===== src/hdl/mqd_pkg.sv =====
// Shared types and constants for the MQTT receive deframer.
// Used by the parser, the result stage and the top level; depends on nothing.
package mqd_pkg;

  // Reset value of the largest accepted PUBLISH remaining length
  localparam logic [27:0] MAX_MSG_RESET = 28'd1024;

  // Packet type nibbles handled specially
  localparam logic [3:0] TYPE_CONNACK  = 4'd2;
  localparam logic [3:0] TYPE_PUBLISH  = 4'd3;
  localparam logic [3:0] TYPE_SUBACK   = 4'd9;
  localparam logic [3:0] TYPE_PINGRESP = 4'd13;

  // Acknowledge byte values
  localparam logic [7:0] SUBACK_ID_LO  = 8'h01;
  localparam logic [7:0] SUBACK_FAIL   = 8'h80;

  // Parser phases
  typedef enum logic [2:0] {
    PH_HEADER   = 3'd0,
    PH_LENGTH   = 3'd1,
    PH_TOPIC_HI = 3'd2,
    PH_TOPIC_LO = 3'd3,
    PH_TOPIC    = 3'd4,
    PH_BODY     = 3'd5,
    PH_ACK      = 3'd6,
    PH_TRASH    = 3'd7
  } phase_t;

  // Event kinds reported on the result channel
  typedef enum logic [2:0] {
    EV_BODY      = 3'd0,
    EV_CONNACK   = 3'd1,
    EV_SUBACK    = 3'd2,
    EV_PINGRESP  = 3'd3,
    EV_OTHER     = 3'd4,
    EV_OVERSIZE  = 3'd5,
    EV_MALFORMED = 3'd6,
    EV_EMPTY     = 3'd7
  } event_t;

  // One result word from the parser to the result stage
  typedef struct packed {
    logic       valid;
    event_t     kind;
    logic [3:0] ptype;
    logic [7:0] data;
    logic       last;
    logic       acc;
  } result_t;

endpackage


===== src/hdl/mqd_parser.sv =====
// Byte-wise MQTT fixed header parser: packet state, length assembly and events.
// Depends on mqd_pkg; holds the max message size register.
module mqd_parser import mqd_pkg::*; (
  input  logic        clk,
  input  logic        rst_n,
  input  logic        cfg_wr_en,
  input  logic [27:0] cfg_wr_data,
  input  logic        byte_acc,
  input  logic [7:0]  byte_in,
  output result_t     res
);

  logic [27:0] max_size_r;
  phase_t      phase_r, phase_nxt;
  logic [3:0]  type_r, type_nxt;
  logic [27:0] bytes_left_r, bytes_left_nxt;
  logic [1:0]  len_idx_r, len_idx_nxt;
  logic [15:0] topic_r, topic_nxt;
  logic [1:0]  body_idx_r, body_idx_nxt;
  logic        ack_ok_r, ack_ok_nxt;

  logic [27:0] len_add;
  logic [27:0] len_sum;
  logic [27:0] bl_dec;
  logic [15:0] topic_full;
  logic [15:0] topic_dec;
  logic        ack_ok_new;
  logic [1:0]  body_idx_new;
  logic        ack_need_met;
  event_t      ack_kind;

  // Place the 7 length bits of this byte at their group position
  always_comb begin
    unique case (len_idx_r)
      2'd0: len_add = {21'd0, byte_in[6:0]};
      2'd1: len_add = {14'd0, byte_in[6:0], 7'd0};
      2'd2: len_add = {7'd0, byte_in[6:0], 14'd0};
      default: len_add = {byte_in[6:0], 21'd0};
    endcase
  end

  assign len_sum    = bytes_left_r + len_add;
  assign bl_dec     = bytes_left_r - 28'd1;
  assign topic_full = {topic_r[15:8], byte_in};
  assign topic_dec  = topic_r - 16'd1;
  assign ack_kind   = (type_r == TYPE_CONNACK) ? EV_CONNACK : EV_SUBACK;

  // Check acknowledge bytes: CONNACK looks at the return code only,
  // SUBACK at the packet id and the granted code
  always_comb begin
    ack_ok_new = ack_ok_r;
    if (type_r == TYPE_CONNACK) begin
      if (body_idx_r == 2'd1) ack_ok_new = (byte_in == 8'h00);
    end else begin
      unique case (body_idx_r)
        2'd0: ack_ok_new = (byte_in == 8'h00);
        2'd1: ack_ok_new = ack_ok_r & (byte_in == SUBACK_ID_LO);
        2'd2: ack_ok_new = ack_ok_r & (byte_in != SUBACK_FAIL);
        default: ack_ok_new = ack_ok_r;
      endcase
    end
    body_idx_new = (body_idx_r == 2'd3) ? body_idx_r : body_idx_r + 2'd1;
    // CONNACK needs two bytes seen, SUBACK three
    ack_need_met = (type_r == TYPE_CONNACK) ? (body_idx_new >= 2'd2)
                                            : (body_idx_new == 2'd3);
  end

  // Next state and result for the byte in flight
  always_comb begin
    phase_nxt      = phase_r;
    type_nxt       = type_r;
    bytes_left_nxt = bytes_left_r;
    len_idx_nxt    = len_idx_r;
    topic_nxt      = topic_r;
    body_idx_nxt   = body_idx_r;
    ack_ok_nxt     = ack_ok_r;
    res            = '0;
    res.ptype      = type_r;

    unique case (phase_r)
      PH_HEADER: begin
        type_nxt       = byte_in[7:4];
        bytes_left_nxt = '0;
        len_idx_nxt    = '0;
        phase_nxt      = PH_LENGTH;
      end
      PH_LENGTH: begin
        bytes_left_nxt = len_sum;
        if (byte_in[7]) begin
          if (len_idx_r == 2'd3) begin
            // fifth length byte would follow
            phase_nxt = PH_HEADER;
            res.valid = 1'b1;
            res.kind  = EV_MALFORMED;
          end else begin
            len_idx_nxt = len_idx_r + 2'd1;
          end
        end else if (type_r == TYPE_PUBLISH) begin
          if (len_sum > max_size_r) begin
            phase_nxt = PH_TRASH;
            res.valid = 1'b1;
            res.kind  = EV_OVERSIZE;
          end else if (len_sum == '0) begin
            phase_nxt = PH_HEADER;
            res.valid = 1'b1;
            res.kind  = EV_MALFORMED;
          end else begin
            phase_nxt = PH_TOPIC_HI;
          end
        end else if (type_r == TYPE_CONNACK || type_r == TYPE_SUBACK) begin
          body_idx_nxt = '0;
          ack_ok_nxt   = 1'b0;
          if (len_sum == '0) begin
            phase_nxt = PH_HEADER;
            res.valid = 1'b1;
            res.kind  = ack_kind;
          end else begin
            phase_nxt = PH_ACK;
          end
        end else begin
          phase_nxt = (len_sum == '0) ? PH_HEADER : PH_TRASH;
          res.valid = 1'b1;
          res.kind  = (type_r == TYPE_PINGRESP) ? EV_PINGRESP : EV_OTHER;
        end
      end
      PH_TOPIC_HI: begin
        bytes_left_nxt = bl_dec;
        topic_nxt      = {byte_in, 8'h00};
        if (bl_dec == '0) begin
          phase_nxt = PH_HEADER;
          res.valid = 1'b1;
          res.kind  = EV_MALFORMED;
        end else begin
          phase_nxt = PH_TOPIC_LO;
        end
      end
      PH_TOPIC_LO: begin
        bytes_left_nxt = bl_dec;
        topic_nxt      = topic_full;
        if ({12'd0, topic_full} > bl_dec) begin
          // topic runs past the end of the packet
          phase_nxt = (bl_dec == '0) ? PH_HEADER : PH_TRASH;
          res.valid = 1'b1;
          res.kind  = EV_MALFORMED;
        end else if (topic_full == '0) begin
          if (bl_dec == '0) begin
            phase_nxt = PH_HEADER;
            res.valid = 1'b1;
            res.kind  = EV_EMPTY;
          end else begin
            phase_nxt = PH_BODY;
          end
        end else begin
          phase_nxt = PH_TOPIC;
        end
      end
      PH_TOPIC: begin
        bytes_left_nxt = bl_dec;
        topic_nxt      = topic_dec;
        if (topic_dec == '0) begin
          if (bl_dec == '0) begin
            phase_nxt = PH_HEADER;
            res.valid = 1'b1;
            res.kind  = EV_EMPTY;
          end else begin
            phase_nxt = PH_BODY;
          end
        end
      end
      PH_BODY: begin
        bytes_left_nxt = bl_dec;
        res.valid      = 1'b1;
        res.kind       = EV_BODY;
        res.data       = byte_in;
        res.last       = (bl_dec == '0);
        if (bl_dec == '0) phase_nxt = PH_HEADER;
      end
      PH_ACK: begin
        bytes_left_nxt = bl_dec;
        ack_ok_nxt     = ack_ok_new;
        body_idx_nxt   = body_idx_new;
        if (bl_dec == '0) begin
          phase_nxt = PH_HEADER;
          res.valid = 1'b1;
          res.kind  = ack_kind;
          res.acc   = ack_ok_new & ack_need_met;
        end
      end
      PH_TRASH: begin
        // drop the rest of the packet
        if (bytes_left_r != '0) bytes_left_nxt = bl_dec;
        if (bytes_left_r == '0 || bl_dec == '0) phase_nxt = PH_HEADER;
      end
      default: begin
        phase_nxt = PH_HEADER;
      end
    endcase

    if (!byte_acc) res.valid = 1'b0;
  end

  // Hold the size limit
  always_ff @(posedge clk) begin
    if (!rst_n) begin
      max_size_r <= MAX_MSG_RESET;
    end else if (cfg_wr_en) begin
      max_size_r <= cfg_wr_data;
    end
  end

  // Advance parser state on each accepted byte
  always_ff @(posedge clk) begin
    if (!rst_n) begin
      phase_r      <= PH_HEADER;
      type_r       <= '0;
      bytes_left_r <= '0;
      len_idx_r    <= '0;
      topic_r      <= '0;
      body_idx_r   <= '0;
      ack_ok_r     <= 1'b0;
    end else if (byte_acc) begin
      phase_r      <= phase_nxt;
      type_r       <= type_nxt;
      bytes_left_r <= bytes_left_nxt;
      len_idx_r    <= len_idx_nxt;
      topic_r      <= topic_nxt;
      body_idx_r   <= body_idx_nxt;
      ack_ok_r     <= ack_ok_nxt;
    end
  end

endmodule


===== src/hdl/mqd_out_stage.sv =====
// Result register between the parser and the output stream.
// Depends on mqd_pkg for the result word type.
module mqd_out_stage import mqd_pkg::*; (
  input  logic    clk,
  input  logic    rst_n,
  input  logic    byte_acc,
  input  result_t res,
  output logic    slot_free,
  input  logic    out_tready,
  output logic    out_valid,
  output result_t out_res
);

  logic    valid_r;
  result_t res_r;

  // A new word may enter when the slot is empty or draining this cycle
  assign slot_free = !valid_r || out_tready;
  assign out_valid = valid_r;
  assign out_res   = res_r;

  // Hold valid until the word is taken
  always_ff @(posedge clk) begin
    if (!rst_n) begin
      valid_r <= 1'b0;
    end else if (byte_acc) begin
      valid_r <= res.valid;
    end else if (out_tready) begin
      valid_r <= 1'b0;
    end
  end

  // Load payload with each accepted byte
  always_ff @(posedge clk) begin
    if (byte_acc) begin
      res_r <= res;
    end
  end

endmodule


===== src/hdl/mqtt_rx_packet_deframer.sv =====
// Top level of the MQTT receive deframer: input stream, parser, result stream.
// Depends on mqd_pkg, mqd_parser and mqd_out_stage.
//
// Takes one received MQTT byte per cycle and gives at most one word per byte,
// in the cycle after the byte is taken; a steady rate of one byte per clock
// holds as long as the result side keeps out_tready high. The rate is set by
// the single parser state update per byte, feeding one result register. The
// fixed header is parsed, PUBLISH topics skipped, body bytes stream out with
// tlast on the last one; acknowledge, ping and other packets give one event
// word. cfg_wr_data sets the largest PUBLISH length accepted (reset 1024);
// the user must write it only while the block is idle; no logic enforces it.
module mqtt_rx_packet_deframer import mqd_pkg::*; (
  input  logic        clk,
  input  logic        rst_n,
  input  logic        cfg_wr_en,
  input  logic [27:0] cfg_wr_data,   // max_message_size
  input  logic        in_tvalid,
  output logic        in_tready,
  input  logic [7:0]  in_tdata,      // [7:0] rx_byte
  output logic        out_tvalid,
  input  logic        out_tready,
  output logic [15:0] out_tdata,     // [7:0] data_byte, [8] accepted, rest zero
  output logic [6:0]  out_tuser,     // [2:0] event_kind, [6:3] packet_type
  output logic        out_tlast      // last_byte
);

  logic    byte_acc;
  logic    slot_free;
  result_t res;
  result_t out_res;

  assign in_tready = slot_free;
  assign byte_acc  = in_tvalid && slot_free;

  mqd_parser u_parser (
    .clk         (clk),
    .rst_n       (rst_n),
    .cfg_wr_en   (cfg_wr_en),
    .cfg_wr_data (cfg_wr_data),
    .byte_acc    (byte_acc),
    .byte_in     (in_tdata),
    .res         (res)
  );

  mqd_out_stage u_out (
    .clk        (clk),
    .rst_n      (rst_n),
    .byte_acc   (byte_acc),
    .res        (res),
    .slot_free  (slot_free),
    .out_tready (out_tready),
    .out_valid  (out_tvalid),
    .out_res    (out_res)
  );

  // Pack the result word onto the stream
  assign out_tdata = {7'd0, out_res.acc, out_res.data};
  assign out_tuser = {out_res.ptype, out_res.kind};
  assign out_tlast = out_res.last;

endmodule


===== config.mk =====
export PLATFORM = sky130hd
export DESIGN_NAME = mqtt_rx_packet_deframer
export DESIGN_NICKNAME = d
export VERILOG_FILES = /design/src/hdl/mqd_pkg.sv /design/src/hdl/mqd_parser.sv /design/src/hdl/mqd_out_stage.sv /design/src/hdl/mqtt_rx_packet_deframer.sv
export SDC_FILE = /design/constraint.sdc
export NUM_CORES = 1
export LEC_CHECK = 0
export BUFFER_PORTS_ARGS = -buffer_cell sky130_fd_sc_hd__buf_2
export CORE_ASPECT_RATIO = 0.8
export CORE_MARGIN = 4
export CORE_UTILIZATION = 55
export DETAILED_ROUTE_END_ITERATION = 10
export PLACE_DENSITY = 0.77
export SETUP_SLACK_MARGIN = 0.4
export SLEW_MARGIN = 40
export SYNTH_ARGS = -nofsm -noshare
export SYNTH_HDL_FRONTEND = slang
export SYNTH_SLANG_ARGS = --single-unit

===== constraint.sdc =====
create_clock -name clk -period 8.7 [get_ports clk]
set_input_delay 0.87 -clock clk [delete_from_list [all_inputs] [get_ports clk]]
set_output_delay 0.87 -clock clk [all_outputs]
set_load 0.01 [all_outputs]

Word level (Yosys, flattened, before mapping)
Cells that the tools add are included.
Widths: inputs -> output; s select.
- memory bits (read-only): 0
- input bits: 41
- word-level logic and storage cells: 142
- RAM bits: 0
- memories: 0
- bits in latches: 0
- register bits: 102
- divide/modulo/power cells: 0
- bitwise operators: 4
- eq/ne operators: 30
- $add $sub $neg: 5
- shift operators: 0
- multipliers: 0
- magnitude comparators: 3
- muxes and demuxes: 55
- reductions and logical operators: 30
- operators with widths (cell ; count):
    $pmux 28 s4 ; 1
    $logic_not 28->1 ; 3
    $pmux 28 s3 ; 1
    $mux 4 ; 13
    $pmux 16 s3 ; 1
    $mux 3 ; 15
    $logic_not 16->1 ; 2
    $add 28x28->28 ; 1
    $gt 16x28->1 ; 1
    $gt 28x28->1 ; 1
    $mux 28 ; 1
    $reduce_bool 28->1 ; 1
    $sub 28x1->28 const B ; 1
    $pmux 4 s6 ; 1
    $pmux 3 s7 ; 1
    $mux 2 ; 9
    $sub 16x1->16 const B ; 1
    $eq 3x3->1 const B ; 4
    $eq 2x2->1 const B ; 5
    $ne 2x1->1 const B ; 5
    $reduce_and 5->1 ; 2
    $eq 4x2->1 const B ; 2
    $eq 4x4->1 const B ; 2
    $eq 8x1->1 const B ; 1
    other kinds (27) ; 52

Depth between registers and ports, before layout
Gate-level depths: netlist of run 1.
- depth in word-level cells: 10
- mapped depth: 23

Cells and area by module
From an unflattened synthesis of run 1, not the netlist that was laid out.
- cells, all modules: 1151
- area total of the unflattened synthesis: 8812.2 µm²
- modules (own cells, without submodules) (module ; cells an instance ; sequential area each (µm²) ; times used ; area each (µm²)):
    mqd_parser ; 1119 ; 1681.6 ; 1 ; 8166.6
    mqd_out_stage ; 23 ; 560.5 ; 1 ; 583.1
    mqtt_rx_packet_deframer ; 9 ; 0.0 ; 1 ; 62.6

Worst setup path before layout of run 1
OpenSTA, ideal clock, no wires.
- path type: input -> register
- start point: in in_tdata[0]
- end point: reg u_out.res_r (netlist bit u_out.out_res[14]), data pin
- arrival: 4528 ps
- buffers on the path: 0
- setup slack: 3911 ps
- stages on the path: 18
- cell sequence: and2_1 ha_1 a21o_1 or3_1 o21ai_1 a31oi_1 o311ai_1 xor2_1 inv_1 ha_1 and4_1 nand4_1 or3_1 nor4_1 or2_2 nand2b_1 a2bb2oi_1 o31ai_1
- RTL lines (what ; RTL line ; RTL):
    start: declaration ; mqtt_rx_packet_deframer.sv:19 ; input logic [7:0] in_tdata,
    end signal: assignment ; mqd_out_stage.sv:36 ; res_r <= res;
    end: declaration ; mqd_out_stage.sv:15 ; result_t res_r;

Worst setup path after layout of run 1
- start point: reg u_parser.len_idx_r[1]
- end point: reg u_parser.phase_r[0]
- longest elaborated chain between the ends: 9
- elaborated cells on any way between the ends: 16
- RTL lines (what ; RTL line ; RTL):
    start: declaration ; mqd_parser.sv:17 ; logic [1:0] len_idx_r, len_idx_nxt;
    start signal: assignment ; mqd_parser.sv:225 ; len_idx_r <= len_idx_nxt;
    parallel branches: the longest is 9 deep, another holds $add 28x28->28 ; - ;
    end signal: assignment ; mqd_parser.sv:222 ; phase_r <= phase_nxt;
    end: declaration ; mqd_parser.sv:14 ; phase_t phase_r, phase_nxt;
Several ways; the timed one is not identified.
A chain may end at the register's enable or synchronous reset.

==> reports/summary.txt, run 1 <==
status -> completed
final setup vio count -> 0
Syn Area/Cell -> 7.66 um2
cell count after synthesis -> 1,201
crit path capture type -> flop
cts bufs inserted -> 9
root buffer cell -> clkbuf_16
Worst EP required -> 8950 ps
Reg2Reg Depth -> 20
number of synthesized register bits -> 102
Die Area -> 0.0189 mm2
Total Wirelength -> 27.3 mm
drt pass-1 iters -> 6
critical path class -> reg2reg
vias -> 9,240
ys async rst share -> 0%
Cells on Worst Hold Path -> 2
fin nets -> 1,348
largest net degree at the start of global routing -> 73
Post-CTS Resized -> 0
RSZ-0062 raised after global routing -> false
Max Cap Violations -> 0
GRT Util Overall -> 28.7%
Max VDD drop -> 0.0000953 V
clk_lat worst skew -> 370 ps
leakage -> 4.25 nW
CP Max Fanout -> 9
R2R Path Start -> u_parser.len_idx_r[1]$_SDFFE_PN0P_
FMAX -> 0.169 GHz
share of the synthesized area in the top cell type -> 18.5%
dpl hpwl -> 20.1 mm
port buffer count -> 59
Seq/Total Area, Yosys -> 24.1%
routed wire length per instance -> 19.0 um
Ports -> 67
Synth area leader -> dfxtp_1
fin crit share -> 67.9%
CTS H-Tree Depth -> 3
Synth warnings -> 0
vias in the first global route -> 8,253
number of DRC markers in iteration 0 -> 1,146
P per Cell Area -> 156 mW/mm2
final hold vios -> 0
GRT overflow -> 0
Post-synth top cells -> nor2_1, ha_1, nand2_1
share of layout cells above drive strength 1 -> 8.58%
setup TNS -> 0 ps
Vias/cell -> 6.42
Post-Syn Area -> 0.00920 mm2
CTS tree -> yes
post-synth cell types -> 88
Die Y -> 124 um
final hold slack -> 484 ps
area delta synth->final -> 7.50%
Rows -> 41
first-pass GRT wire length -> 43.7 mm
GP Congestion -> 1.03
reg2reg end -> u_parser.phase_r[0]$_SDFFE_PN0P_
# clock sinks -> 102
hold wc startpoint -> u_parser.max_size_r[10]$_SDFFE_PN1P_
Post-synth EDFFs -> 17
Final min period -> 5910 ps
final core utilization -> 61.4%
Setup Buffers After CTS -> 0
Slew @ Worst Pin -> 845 ps
Slew headroom -> 43.7%
antenna-violating nets left -> 0
Initial Util -> 57.1%
top-count cell post-synth -> nor2_1
HP Class -> reg2reg
Die X -> 153 um
antenna violations before repair -> 0
Worst R2R Setup Slack -> 2790 ps
diodes inserted -> 0
maximum root-to-sink buffer count -> 2
Worst-path clk slew -> 70 ps
top_reg_cell synth -> dfxtp_1
Worst setup startpoint -> u_parser.len_idx_r[1]$_SDFFE_PN0P_
Slew Viols, Final -> 0
CP startpoint kind -> flop
Worst Hold End -> u_parser.max_size_r[10]$_SDFFE_PN1P_
Area contributors post-synth -> dfxtp_1, ha_1, nor2_1
core area -> 0.0161 mm2
CTS Hold Bufs -> 0
crit path DAT -> 6160 ps
Post-route DRC -> 0
worst clock skew -> 10.2 ps
worst max-delay path by stage:
stage / to / depth (start not counted)
final: u_parser.phase_r[0]$_SDFFE_PN0P_ / 20
after floorplan: u_out.out_res[14]$_DFFE_PP_ / 18
after detailed placement: u_parser.phase_r[0]$_SDFFE_PN0P_ / 21
after global placement: u_out.out_res[14]$_DFFE_PP_ / 21
after CTS: u_parser.phase_r[0]$_SDFFE_PN0P_ / 20
after global routing: u_out.out_res[14]$_DFFE_PP_ / 20
layer usage:
metal | wire (um) | track usage [%] | part of all wire [%]
met4 | 474 | 6.96 | 1.7
met1 | 12300 | 41.3 | 45
met2 | 11200 | 42.5 | 41
met5 | 0 | 0 | 0
met3 | 3290 | 8.13 | 12
through the flow:
stage               setup slack, ps  instances  area (um2)  power (W)
CTS                            2920       1439        9880    0.00153
finish                         2790       1439        9890    0.00154
global placement               2970       1423        9560    0.00107
global route                   2310       1439        9890    0.00162
floorplan                      3910       1207        9220   0.000942
detailed placement             2890       1423        9570    0.00108
placed cells by master, fill, tap and decap left out, types with 24 or more instances in the layout:
| cell type | instances |
|---|---|
| nor3_1 | 35 |
| and2_1 | 42 |
| a21o_1 | 24 |
| dfxtp_1 | 85 |
| nand2_1 | 85 |
| inv_1 | 64 |
| ha_1 | 87 |
| a21oi_1 | 78 |
| mux2i_1 | 34 |
| nor2_1 | 144 |
| a211oi_1 | 29 |
| buf_2 | 58 |
| o21ai_0 | 57 |
power breakdown:
group	leakage, nW	internal, W	total (W)	switching, W
sequential	0.871	0.000511	0.000550	0.0000386
combinational	3.23	0.000200	0.000539	0.000339
clock	0.151	0.000252	0.000451	0.000198
registers in the layout, indices dropped and copies added (netlist names):
signal / flops
u_parser.topic_r: 16
u_parser.phase_r: 3
u_parser.ack_ok_r: 1
u_parser.bytes_left_r: 28
u_parser.len_idx_r: 2
u_parser.type_r: 4
u_parser.max_size_r: 28
u_out.out_res: 17
u_out.out_valid: 1
u_parser.body_idx_r: 2
area by class of cell:
cell class                 count  area [um2]
multi-input combinational    973        6480
fill                        1528        6220
sequential                   102        2210
timing repair buffer          68         365
tap                          215         269
inverter                      65         244
clock buffer                  10         229
clock inverter                 6        85.1
logic make-up (layout without fill, tap and decap cells):
logic type	Yosys count	after routing	synth area share (%)
adders and majority gates	89	89	12.2
xor gates and xnor gates	33	33	3.14
AOI/OAI and AO/OA	319	319	23.0
DFF	102	102	24.1
buffers and inverters	132	149	5.86
other	1	7	0.0408
muxes	34	34	3.70
and+or+nand+nor	491	491	28.0
critical path, stage by stage (launching register included):
cell	delay, ps
dfxtp_1	400
ha_1	420
nor2b_1	190
and2_1	200
ha_1	350
a21oi_1	360
o211ai_1	220
a221oi_1	480
nand3_1	230
a2111oi_0	410
nand4b_1	190
inv_1	80
ha_1	280
and4_1	240
nand4_1	110
or3_1	380
a21oi_1	170
a211oi_1	80
or2_2	360
nand2b_1	230
o41ai_2	410
No activity file was read; power rests on OpenSTA's default activity.
==> run 2, diff against run 1 <==
Clock period 8.7 ns to 5.7 ns, I/O delays scaled along.
==> reports/summary.txt, run 2 (synthesis gave the netlist of run 1 again) <==
Die Area -> 0.0189 mm2
Slew Viols, Final -> 0
Clk network pwr share -> 27.9%
Rows -> 41
CP max stage cell -> or3_1
GP Congestion -> 0.987
crit path DAT -> 5440 ps
GRT Util Overall -> 28.5%
Layout Cells excl Fill -> 1,447
Initial Util -> 57.1%
vias in the first global route -> 8,166
fin crit share -> 90.8%
NetSw -> 0.000920 W
Place WS -> 195 ps
diodes inserted -> 0
area delta synth->final -> 11.3%
final core utilization -> 63.5%
largest net degree at the start of global routing -> 73
core area -> 0.0161 mm2
HP Class -> in2reg
Ports -> 67
sequential cell fraction of total power -> 36.3%
Slew @ Worst Pin -> 835 ps
Worst-path clk slew -> 80 ps
number of DRC markers in iteration 0 -> 1,200
switching share of power -> 39.3%
vias -> 9,366
CTS tree -> yes
Final min period -> 5170 ps
internal power -> 0.00142 W
Worst setup startpoint -> u_parser.len_idx_r[1]$_SDFFE_PN0P_
CP startpoint kind -> flop
P per Cell Area -> 229 mW/mm2
antenna violations before repair -> 0
setup ws final -> 525 ps
clk_lat worst skew -> 380 ps
Max VDD drop -> 0.000149 V
port buffer count -> 59
Slowest Stage Delay on Critical Path -> 410 ps
# clock sinks -> 102
RSZ-0062 raised after global routing -> false
commonest non-fill, non-tap cell in the layout -> nor2_1
Die X -> 153 um
dpl hpwl -> 20.2 mm
status -> completed
antenna-violating nets left -> 0
GRT overflow -> 0
crit-path leading delay family -> simple AND/OR/NAND/NOR gates
Max Cap Violations -> 0
drt pass-1 iters -> 5
critical path cell sequence -> inv_1 > ha_1 > nor2b_4 > and2_1 > ha_2 > a21o_1 > or3_1 > o21ai_4 > a31oi_4 > o311ai_4 > xor2_1 > inv_1 > ha_1 > and4_1 > nand4_1 > or3_1 > a21oi_2 > a211oi_2 > or2_4 > nand2b_2 > o41ai_2
Total Wirelength -> 28.2 mm
setup TNS -> 0 ps
FMAX -> 0.193 GHz
first-pass GRT wire length -> 43.4 mm
Slew headroom -> 44.3%
Vias/cell -> 6.47
share of layout cells above drive strength 1 -> 12.9%
root buffer cell -> clkbuf_16
CTS H-Tree Depth -> 3
maximum root-to-sink buffer count -> 2
fin nets -> 1,356
fill cell count -> 1,456
final setup vio count -> 0
crit path capture type -> flop
R2R Path Start -> u_parser.len_idx_r[1]$_SDFFE_PN0P_
Worst EP required -> 5970 ps
CP Max Fanout -> 7
commonest cells after routing, fill and taps aside -> nor2_1, nand2_1, dfxtp_1
Die Y -> 124 um
cell count after placement -> 1,425
cts bufs inserted -> 9
hold wc startpoint -> cfg_wr_data[10]
leakage -> 4.28 nW
final hold vios -> 0
Post-route DRC -> 0
combinational share of power -> 35.8%
CP bufs+invs -> 2
critical path class -> reg2reg
routed wire length per instance -> 19.5 um
worst clock skew -> 12.8 ps
-- run 2: per-stage QoR --
stage | hold slack (ps) | power (W) | instance area (um2)
floorplan | 460 | 0.00144 | 9220
global placement | 475 | 0.00163 | 9580
detailed placement | 478 | 0.00165 | 9580
CTS | 423 | 0.00230 | 9920
global route | 429 | 0.00246 | 10200
finish | 419 | 0.00234 | 10200
-- run 2: tightest hold or removal path: cells and delay by family --
| family | cells | cell delay, ps |
|---|---|---|
| compound gates | 1 | 60 |
| simple gates | 1 | 50 |
| buf+inv | 1 | 80 |
-- run 2: path summary, 6_finish.rpt --
| path | endpoint | slack, ps | depth (start not counted) |
|---|---|---|---|
| max | u_parser.phase_r[0]$_SDFFE_PN0P_ | 530 | 21 |
| min reg2reg | u_parser.max_size_r[10]$_SDFFE_PN1P_ | 490 | 2 |
| min | u_parser.max_size_r[10]$_SDFFE_PN1P_ | 420 | 3 |
| max reg2reg | u_parser.phase_r[0]$_SDFFE_PN0P_ | 530 | 21 |
-- run 2: final cells by class --
class / count / area, um2 / share of cell area, %
Multi-Input combinational cell: 973 / 6770 / 66.2
Tap cell: 215 / 269 / 2.63
Timing Repair Buffer: 76 / 435 / 4.25
Inverter: 65 / 244 / 2.38
Sequential cell: 102 / 2220 / 21.6
Clock inverter: 6 / 47.5 / 0.464
Clock buffer: 10 / 250 / 2.44
-- run 2: metal layers --
| metal | vias to the layer above | share of wire (%) | track usage (%) |
|---|---|---|---|
| met1 | 4374 | 45 | 41.8 |
| met5 | - | 0 | 0 |
| met2 | 494 | 41 | 40.1 |
| met4 | 0 | 2.9 | 11.3 |
| met3 | 57 | 11 | 6.98 |
| li1 | 4441 | - | - |
-- run 2: repair_timing --
item | 4_1_cts | 5_1_grt
endpoints found under the setup margin | 6 | 7
hold buffers | 0 | 0
buffers inserted | 0 | 5
gates resized for setup | 10 | 50
pin swaps | 0 | 11
-- run 2: power groups by stage --
| stage | registers, W | clock network (W) | logic (W) |
|---|---|---|---|
| 4_1_cts | 0.000847 | 0.000658 | 0.000796 |
| 5_1_grt | 0.000858 | 0.000681 | 0.000920 |
| 3_3_place_gp | 0.000862 | 0 | 0.000769 |
| 6_report | 0.000851 | 0.000653 | 0.000839 |
| 2_1_floorplan | 0.000836 | 0 | 0.000602 |
| 3_5_place_dp | 0.000863 | 0 | 0.000787 |
